**config.mk**
```make
export PLATFORM = sky130hd
export DESIGN_NAME = path_length_odometer_core
export DESIGN_NICKNAME = d
export VERILOG_FILES = /design/src/hdl/plo_pkg.sv /design/src/hdl/plo_isqrt.sv /design/src/hdl/path_length_odometer_core.sv
export SDC_FILE = /design/constraint.sdc
export NUM_CORES = 2
export LEC_CHECK = 0
export BUFFER_PORTS_ARGS = -buffer_cell sky130_fd_sc_hd__buf_2
export CAP_MARGIN = 20
export CORE_MARGIN = 2
export CORE_UTILIZATION = 37
export CTS_BUF_LIST = sky130_fd_sc_hd__clkbuf_4 sky130_fd_sc_hd__clkbuf_8
export CTS_CLUSTER_SIZE = 16
export DETAILED_ROUTE_END_ITERATION = 8
export SETUP_SLACK_MARGIN = 0.3
export SYNTH_ARGS = -nofsm -noshare
export SYNTH_HDL_FRONTEND = slang
export SYNTH_HIERARCHICAL = 1
export SYNTH_SLANG_ARGS = --single-unit
```
**constraint.sdc**
```tcl
create_clock -name clk -period 8.48 [get_ports clk]
set_input_delay 1.696 -clock clk [delete_from_list [all_inputs] [get_ports clk]]
set_output_delay 1.696 -clock clk [all_outputs]
set_load 0.005 [all_outputs]
```
**src/hdl/plo_pkg.sv**
```systemverilog
// Types, codes and widths shared by the path length odometer.
// Used by plo_isqrt and path_length_odometer_core.
`timescale 1ns / 1ps
`default_nettype none

package plo_pkg;

	localparam int POS_W     = 24;
	localparam int DEPTH_W   = 16;
	localparam int ACC_W     = 48;
	localparam int TICK_W    = 16;
	localparam int CFG_W     = 16;
	localparam int CFG_IDX_W = 2;
	localparam int DIFF_W    = POS_W + 1;
	localparam int SQ_W      = 2 * POS_W + 1;
	localparam int RAD_W     = 2 * DIFF_W;
	localparam int ROOT_W    = RAD_W / 2;

	localparam logic [1:0] KIND_FIX   = 2'd0;
	localparam logic [1:0] KIND_TICK  = 2'd1;
	localparam logic [1:0] KIND_CLEAR = 2'd2;

	localparam logic [CFG_IDX_W-1:0] REG_STALE_LIMIT = 2'd0;
	localparam logic [CFG_IDX_W-1:0] REG_DEPTH_THR   = 2'd1;
	localparam logic [CFG_IDX_W-1:0] REG_ENABLE      = 2'd2;

	localparam logic [TICK_W-1:0]  STALE_LIMIT_RST = 16'd10;
	localparam logic [DEPTH_W-1:0] DEPTH_THR_RST   = 16'd0;
	localparam logic               ENABLE_RST      = 1'b1;

	localparam logic [ACC_W-1:0]  ACC_MAX  = {ACC_W{1'b1}};
	localparam logic [TICK_W-1:0] TICK_MAX = {TICK_W{1'b1}};

	typedef struct packed {
		logic [1:0]                kind;
		logic signed [POS_W-1:0]   x_pos;
		logic signed [POS_W-1:0]   y_pos;
		logic [DEPTH_W-1:0]        depth;
	} cmd_t;

	typedef struct packed {
		logic [ACC_W-1:0] total_distance;
		logic [ACC_W-1:0] distance_at_depth;
		logic             stale;
	} result_t;

endpackage

`default_nettype wire

```
**src/hdl/plo_isqrt.sv**
```systemverilog
// Iterative integer square root, one root bit per cycle (restoring method).
// Depends on plo_pkg for widths.
`timescale 1ns / 1ps
`default_nettype none

module plo_isqrt (
	input  wire logic                        clk,
	input  wire logic                        arst_n,
	input  wire logic                        start,
	input  wire logic [plo_pkg::RAD_W-1:0]   radicand,
	output logic                             done,
	output logic [plo_pkg::ROOT_W-1:0]       root
);
	import plo_pkg::*;

	localparam int REM_W = ROOT_W + 2;
	localparam int CNT_W = $clog2(ROOT_W);

	logic [RAD_W-1:0]  rad_q;
	logic [REM_W-1:0]  rem_q;
	logic [ROOT_W-1:0] root_q;
	logic [CNT_W-1:0]  cnt_q;
	logic              busy_q;
	logic              done_q;

	logic [REM_W+1:0]  rem_sh;
	logic [REM_W+1:0]  trial;
	logic              fits;

	always_comb begin
		rem_sh = {rem_q, rad_q[RAD_W-1 -: 2]};
		trial  = {2'b00, root_q, 2'b01};
		fits   = (rem_sh >= trial);
	end

	always_ff @(posedge clk or negedge arst_n) begin
		if (!arst_n) begin
			busy_q <= 1'b0;
			done_q <= 1'b0;
			cnt_q  <= '0;
		end else begin
			done_q <= 1'b0;
			if (start) begin
				busy_q <= 1'b1;
				cnt_q  <= CNT_W'(ROOT_W - 1);
			end else if (busy_q) begin
				if (cnt_q == '0) begin
					busy_q <= 1'b0;
					done_q <= 1'b1;
				end else begin
					cnt_q <= cnt_q - 1'b1;
				end
			end
		end
	end

	always_ff @(posedge clk) begin
		if (start) begin
			rad_q  <= radicand;
			rem_q  <= '0;
			root_q <= '0;
		end else if (busy_q) begin
			rad_q <= {rad_q[RAD_W-3:0], 2'b00};
			if (fits) begin
				rem_q  <= REM_W'(rem_sh - trial);
				root_q <= {root_q[ROOT_W-2:0], 1'b1};
			end else begin
				rem_q  <= rem_sh[REM_W-1:0];
				root_q <= {root_q[ROOT_W-2:0], 1'b0};
			end
		end
	end

	assign done = done_q;
	assign root = root_q;

	a_no_restart : assert property (@(posedge clk) disable iff (!arst_n)
		busy_q |-> !start) else $error("square root restarted while busy");
	a_done_after_busy : assert property (@(posedge clk) disable iff (!arst_n)
		done_q |-> $past(busy_q)) else $error("done without a running root");
	a_done_idle : assert property (@(posedge clk) disable iff (!arst_n)
		done_q |-> !busy_q) else $error("done while still busy");

endmodule

`default_nettype wire

```
**src/hdl/path_length_odometer_core.sv**
```systemverilog
// Path length odometer top level: request sequencer, shared squarer, totals.
// Depends on plo_pkg and plo_isqrt.
`timescale 1ns / 1ps
`default_nettype none

// A position fix that follows an earlier fix (with enable set) passes through SQX
// and SQY, one square each on the shared 25x25 multiplier, then SUM, ROOT for the
// bit-serial square root, and DONE, where the totals are updated. Other fixes, time
// ticks and clear requests go from acceptance straight to DONE. The next request is
// taken once the sequencer is back in IDLE, in the same cycle that the result
// appears. A result that is held off stretches the update state.
// One request is in flight at a time; cmd_ready is high only while no request is
// being worked on, and a new request is taken while the last result still waits.
// Each request yields exactly one result carrying both totals and the stale flag.
module path_length_odometer_core (
	input  wire logic                           clk,
	input  wire logic                           arst_n,
	input  wire logic                           cmd_valid,
	output logic                                cmd_ready,
	input  wire plo_pkg::cmd_t                  cmd,
	output logic                                result_valid,
	input  wire logic                           result_ready,
	output plo_pkg::result_t                    result,
	input  wire logic                           cfg_we,
	input  wire logic [plo_pkg::CFG_IDX_W-1:0]  cfg_index,
	input  wire logic [plo_pkg::CFG_W-1:0]      cfg_data
);
	import plo_pkg::*;

	localparam logic [2:0] ST_IDLE = 3'd0;
	localparam logic [2:0] ST_SQX  = 3'd1;
	localparam logic [2:0] ST_SQY  = 3'd2;
	localparam logic [2:0] ST_SUM  = 3'd3;
	localparam logic [2:0] ST_ROOT = 3'd4;
	localparam logic [2:0] ST_DONE = 3'd5;

	logic [2:0]              state_q;
	logic [TICK_W-1:0]       stale_limit_q;
	logic [DEPTH_W-1:0]      depth_thr_q;
	logic                    enable_q;

	logic [1:0]              kind_q;
	logic signed [POS_W-1:0] x_q;
	logic signed [POS_W-1:0] y_q;
	logic [DEPTH_W-1:0]      d_q;
	logic                    acc_q;
	logic signed [DIFF_W-1:0] dx_q;
	logic signed [DIFF_W-1:0] dy_q;
	logic [SQ_W-1:0]         prod_q;
	logic [SQ_W-1:0]         sq_q;
	logic [ROOT_W-1:0]       step_q;

	logic signed [POS_W-1:0] prev_x_q;
	logic signed [POS_W-1:0] prev_y_q;
	logic [DEPTH_W-1:0]      prev_d_q;
	logic                    have_prev_q;
	logic [ACC_W-1:0]        total_q;
	logic [ACC_W-1:0]        depth_acc_q;
	logic [TICK_W-1:0]       ticks_q;
	logic                    stale_q;

	result_t                 result_q;
	logic                    result_valid_q;

	logic                    accept;
	logic                    finish;
	logic signed [DIFF_W-1:0] mul_op;
	logic signed [RAD_W-1:0] mul_p;
	logic [RAD_W-1:0]        rad_sum;
	logic [ROOT_W-1:0]       sqrt_root;
	logic                    sqrt_start;
	logic                    sqrt_done;

	logic [ACC_W:0]          total_sum;
	logic [ACC_W:0]          depth_sum;
	logic [ACC_W-1:0]        total_nx;
	logic [ACC_W-1:0]        depth_nx;
	logic [TICK_W-1:0]       ticks_nx;
	logic                    stale_nx;

	assign accept    = cmd_valid && cmd_ready;
	assign cmd_ready = (state_q == ST_IDLE);
	assign finish    = (state_q == ST_DONE) && (!result_valid_q || result_ready);

	// shared squarer
	assign mul_op  = (state_q == ST_SQX) ? dx_q : dy_q;
	assign mul_p   = RAD_W'(mul_op * mul_op);
	assign rad_sum = {1'b0, sq_q} + {1'b0, prod_q};

	assign sqrt_start = (state_q == ST_SUM);

	plo_isqrt u_isqrt (
		.clk      (clk),
		.arst_n   (arst_n),
		.start    (sqrt_start),
		.radicand (rad_sum),
		.done     (sqrt_done),
		.root     (sqrt_root)
	);

	always_comb begin
		total_sum = {1'b0, total_q} + {{(ACC_W + 1 - ROOT_W){1'b0}}, step_q};
		depth_sum = {1'b0, depth_acc_q} + {{(ACC_W + 1 - ROOT_W){1'b0}}, step_q};
		total_nx  = total_q;
		depth_nx  = depth_acc_q;
		ticks_nx  = ticks_q;
		stale_nx  = stale_q;
		case (kind_q)
			KIND_FIX: begin
				ticks_nx = '0;
				stale_nx = 1'b0;
				if (acc_q) begin
					total_nx = total_sum[ACC_W] ? ACC_MAX : total_sum[ACC_W-1:0];
					if (prev_d_q > depth_thr_q)
						depth_nx = depth_sum[ACC_W] ? ACC_MAX : depth_sum[ACC_W-1:0];
				end
			end
			KIND_TICK: begin
				if (ticks_q != TICK_MAX)
					ticks_nx = ticks_q + 1'b1;
				if (ticks_nx > stale_limit_q)
					stale_nx = 1'b1;
			end
			KIND_CLEAR: begin
				total_nx = '0;
				depth_nx = '0;
			end
			default: begin
			end
		endcase
	end

	always_ff @(posedge clk or negedge arst_n) begin
		if (!arst_n) begin
			stale_limit_q <= STALE_LIMIT_RST;
			depth_thr_q   <= DEPTH_THR_RST;
			enable_q      <= ENABLE_RST;
		end else if (cfg_we) begin
			case (cfg_index)
				REG_STALE_LIMIT: stale_limit_q <= cfg_data;
				REG_DEPTH_THR:   depth_thr_q   <= cfg_data;
				REG_ENABLE:      enable_q      <= cfg_data[0];
				default: begin
				end
			endcase
		end
	end

	always_ff @(posedge clk or negedge arst_n) begin
		if (!arst_n) begin
			state_q <= ST_IDLE;
		end else begin
			case (state_q)
				ST_IDLE: if (accept) begin
					state_q <= (cmd.kind == KIND_FIX && enable_q && have_prev_q) ?
						ST_SQX : ST_DONE;
				end
				ST_SQX:  state_q <= ST_SQY;
				ST_SQY:  state_q <= ST_SUM;
				ST_SUM:  state_q <= ST_ROOT;
				ST_ROOT: if (sqrt_done) state_q <= ST_DONE;
				ST_DONE: if (finish) state_q <= ST_IDLE;
				default: state_q <= ST_IDLE;
			endcase
		end
	end

	// hold the request and its working values
	always_ff @(posedge clk) begin
		if (accept) begin
			kind_q <= cmd.kind;
			x_q    <= cmd.x_pos;
			y_q    <= cmd.y_pos;
			d_q    <= cmd.depth;
			acc_q  <= (cmd.kind == KIND_FIX) && enable_q && have_prev_q;
			dx_q   <= DIFF_W'(cmd.x_pos) - DIFF_W'(prev_x_q);
			dy_q   <= DIFF_W'(cmd.y_pos) - DIFF_W'(prev_y_q);
			step_q <= '0;
		end
		if (state_q == ST_SQX)
			prod_q <= mul_p[SQ_W-1:0];
		if (state_q == ST_SQY) begin
			sq_q   <= prod_q;
			prod_q <= mul_p[SQ_W-1:0];
		end
		if (state_q == ST_ROOT && sqrt_done)
			step_q <= sqrt_root;
	end

	always_ff @(posedge clk or negedge arst_n) begin
		if (!arst_n) begin
			prev_x_q    <= '0;
			prev_y_q    <= '0;
			prev_d_q    <= '0;
			have_prev_q <= 1'b0;
			total_q     <= '0;
			depth_acc_q <= '0;
			ticks_q     <= '0;
			stale_q     <= 1'b0;
		end else if (finish) begin
			total_q     <= total_nx;
			depth_acc_q <= depth_nx;
			ticks_q     <= ticks_nx;
			stale_q     <= stale_nx;
			if (kind_q == KIND_FIX && enable_q) begin
				prev_x_q    <= x_q;
				prev_y_q    <= y_q;
				prev_d_q    <= d_q;
				have_prev_q <= 1'b1;
			end
		end
	end

	always_ff @(posedge clk or negedge arst_n) begin
		if (!arst_n) begin
			result_valid_q <= 1'b0;
		end else if (finish) begin
			result_valid_q <= 1'b1;
		end else if (result_ready) begin
			result_valid_q <= 1'b0;
		end
	end

	always_ff @(posedge clk) begin
		if (finish) begin
			result_q.total_distance    <= total_nx;
			result_q.distance_at_depth <= depth_nx;
			result_q.stale             <= stale_nx;
		end
	end

	assign result_valid = result_valid_q;
	assign result       = result_q;

	a_one_in_flight : assert property (@(posedge clk) disable iff (!arst_n)
		accept |=> !cmd_ready) else $error("second request taken while busy");
	a_root_in_state : assert property (@(posedge clk) disable iff (!arst_n)
		sqrt_done |-> state_q == ST_ROOT) else $error("root done outside root state");
	a_depth_le_total : assert property (@(posedge clk) disable iff (!arst_n)
		depth_acc_q <= total_q) else $error("depth total exceeds total distance");
	a_stale_ticks : assert property (@(posedge clk) disable iff (!arst_n)
		stale_q |-> ticks_q != '0) else $error("stale set with no ticks counted");

endmodule

`default_nettype wire
```
==> results.cfg <==
[outcome]
outcome = complete, no violations

[clock_tree]
cts_root_buffer = clkbuf_8
cts.clk_slew.worst_paths_ns = 0.06
cts.sinks = 659
cts-buffers-inserted = 115
cts_buffer_depth = 3
cts_hold_buffers = 0
insertion_delay_ns = 0.86
cts_tree = built
cts_max_level = 3

[floorplan]
pin_count = 188
start_util_pct = 37.32
die-area_um2 = 152400
die_h_um = 390.4
die-width_um = 390.4
core_area_um2 = 148000
std_cell_rows = 141

[setup_path]
reg2reg_from = state_q[1]
crit_fanout = 7
slowest_stage = fa_1
startpoint_type = flop
r2r_setup_slack_ns = 0.47
critPathCaptureType = flop
rr_worst_depth = 30
path_class = flop to flop
critPathMaxStageDelay_ns = 0.55
worstReg2RegEnd = prod_q[47]
cp_common_cell = fa_1
cp.required_ns = 9.02
worstPathArrival_ns = 8.56

[timing]
setup_viol = 0
min_period_over_period_pct = 94.48
slew_violations = 0
rsz0062_at_grt = true
worstMarginPinSlew_ns = 1.131
skew_ns = 0.06157
finalHoldViolCount = 0
min_period_ns = 8.012
slew_headroom_pct = 24.42
max_freq_mhz = 124.8
setup_tns_ns = 0

[final_layout]
layout.nets = 6690
fill_cells = 14182
area_growth_pct = 13.38
multi_input_area_um2 = 33660
final-seq-area_um2 = 18160
drive_above_1_share_pct = 15.59

[detailed_routing]
routed_wl_um = 147600
drc = 0
vias = 39989
wire_per_inst_um = 19.20
drtAntennaViolNets = 0
first_pass_iters = 6
avgViaCountPerCell = 5.203
initialDrtViolationCount = 2528

[global_routing]
grt.total_usage_pct = 19.67
antenna_found_initial = 5
grt_pass1_wl_um = 235100
use_met2_pct = 34.00
grt_pass1_vias = 41750
use_met1_pct = 24.86
busiest_layer = met2
grt.overflow.total = 0
grt_util_met3_pct = 3.048
grt_max_degree = 139

[synth]
yosysTopAreaCell = fa_1
ys.flop_type = edfxtp_1
synthArstFlopShare_pct = 33.69
ys_warn_count = 6
synth_seq_cells = 659
seq_area_frac_synth_pct = 32.88
yosysMostFrequentCell = inv_1
synth-edff-count = 385
syn_inst = 5353
synth_cell_types = 104
ys_top_cells_by_count = inv_1 (874), fa_1 (601), nor2_1 (467), nand2_1 (406), edfxtp_1 (385)
syn_nets = 6393
synthesis.area_um2 = 55240
avgSynthCellArea_um2 = 10.32
synth_top_area_share_pct = 21.78
synthTopCellsByArea = fa_1 (22%), edfxtp_1 (21%), dfrtp_1 (9.9%)

[placement]
gp_congestion = 0.9334
io_buffers = 187
dpl.hpwl_um = 113400

[min_path]
hold_path_depth = 0
min_path_type = flop to flop
hold_end = sq_q[0]
min_from = prod_q[0]

[job]
maxCapViolCount = 0
## sequential cells by signal, indices dropped and copies added (netlist names), 25 cells and up
name and flops:
dy_q 25, prod_q 48, sq_q 48, u_isqrt/rem_q 27
u_isqrt/rad_q 50, step_q 25, result 97, total_q 48
u_isqrt/root 25, depth_acc_q 48, dx_q 25
## how the worst max path moves through the flow
| stage | from | end | slack [ns] | cells past startpoint |
|---|---|---|---|---|
| 6_report | state_q[1] | prod_q[47] | 0.47 | 30 |
| 5_1_grt | state_q[1] | prod_q[47] | 0.17 | 30 |
| 4_1_cts | state_q[2] | prod_q[47] | 0.30 | 29 |
| 3_5_place_dp | state_q[1] | prod_q[47] | 0.14 | 28 |
| 3_3_place_gp | state_q[1] | prod_q[46] | 0.18 | 31 |
| 2_1_floorplan | state_q[0] | prod_q[47] | 0.32 | 30 |
## cell families after synthesis
group	share of synthesized area [%]
AO/OA/AOI/OAI	11.94
XOR/XNOR	3.203
adder cells (fa/ha/maj)	29.71
buffers and inverters	7.323
flip-flops	32.88
multiplexers	4.163
AND/OR/NAND/NOR	10.78
## area by class of cell
cell class | count | share of cell area (%)
Antenna cell | 4 | 0.01598
Clock buffer | 151 | 3.039
Clock inverter | 68 | 1.075
Inverter | 885 | 5.336
Multi-Input combinational cell | 3634 | 53.75
Sequential cell | 659 | 29.00
Tap cell | 1930 | 3.856
Timing Repair Buffer | 355 | 3.932
## cell usage in the layout (no fill, tap or decap), types with 44 or more instances in the layout
cell	count
inv_1	859
fa_1	595
nor2_1	457
nand2_1	391
edfxtp_1	385
ha_1	336
a21oi_1	228
dfrtp_1	218
buf_2	186
o21ai_0	163
mux2_2	138
buf_4	136
xnor2_1	132
clkbuf_8	123
a21o_1	103
nand3_1	75
nor3_1	72
xor2_1	70
a31oi_1	55
mux2i_1	52
dfxtp_1	52
o22a_1	51
and2_1	44
## layer usage
metal / wire [µm] / vias up
met5: 13 / -
met4: 5642 / 2
met3: 7491 / 284
met2: 72980 / 1064
met1: 61460 / 19998
li1: - / 18641
## critical path: cells and delay by family (launching register included)
family                     cells  cell delay (ns)
adders and majority gates      8             3.86
buffers and inverters          9             1.01
muxes                          1             0.08
xor gates and xnor gates       1             0.09
and+or+nand+nor                3             0.79
DFF                            1             0.40
AOI/OAI and AO/OA              8             1.48
## what timing repair did
action                                  CTS  global route
gates resized for setup                  50           115
endpoints found under the setup margin    8            15
gates cloned                              2             1
pin swaps                                10            35
setup buffers                             5            29
## through the flow
| stage | util (%) | cell area (µm²) | instances | hold WS [ns] | worst slack [ns] |
|---|---|---|---|---|---|
| global route | 42.31 | 62630 | 7685 | 0.4478 | 0.1701 |
| detailed placement | 39.86 | 59000 | 7426 | 0.4498 | 0.1396 |
| global placement | 39.86 | 59000 | 7426 | 0.4464 | 0.1801 |
| floorplan | - | 55280 | 5353 | 0.4334 | 0.3247 |
| CTS | 41.80 | 61860 | 7652 | 0.4355 | 0.3005 |
| finish | 42.31 | 62630 | 7686 | 0.4412 | 0.4679 |
Power is left out: the tool's default activity adds up to more than one toggle a clock period on the data nets, which glitch-free logic cannot reach.
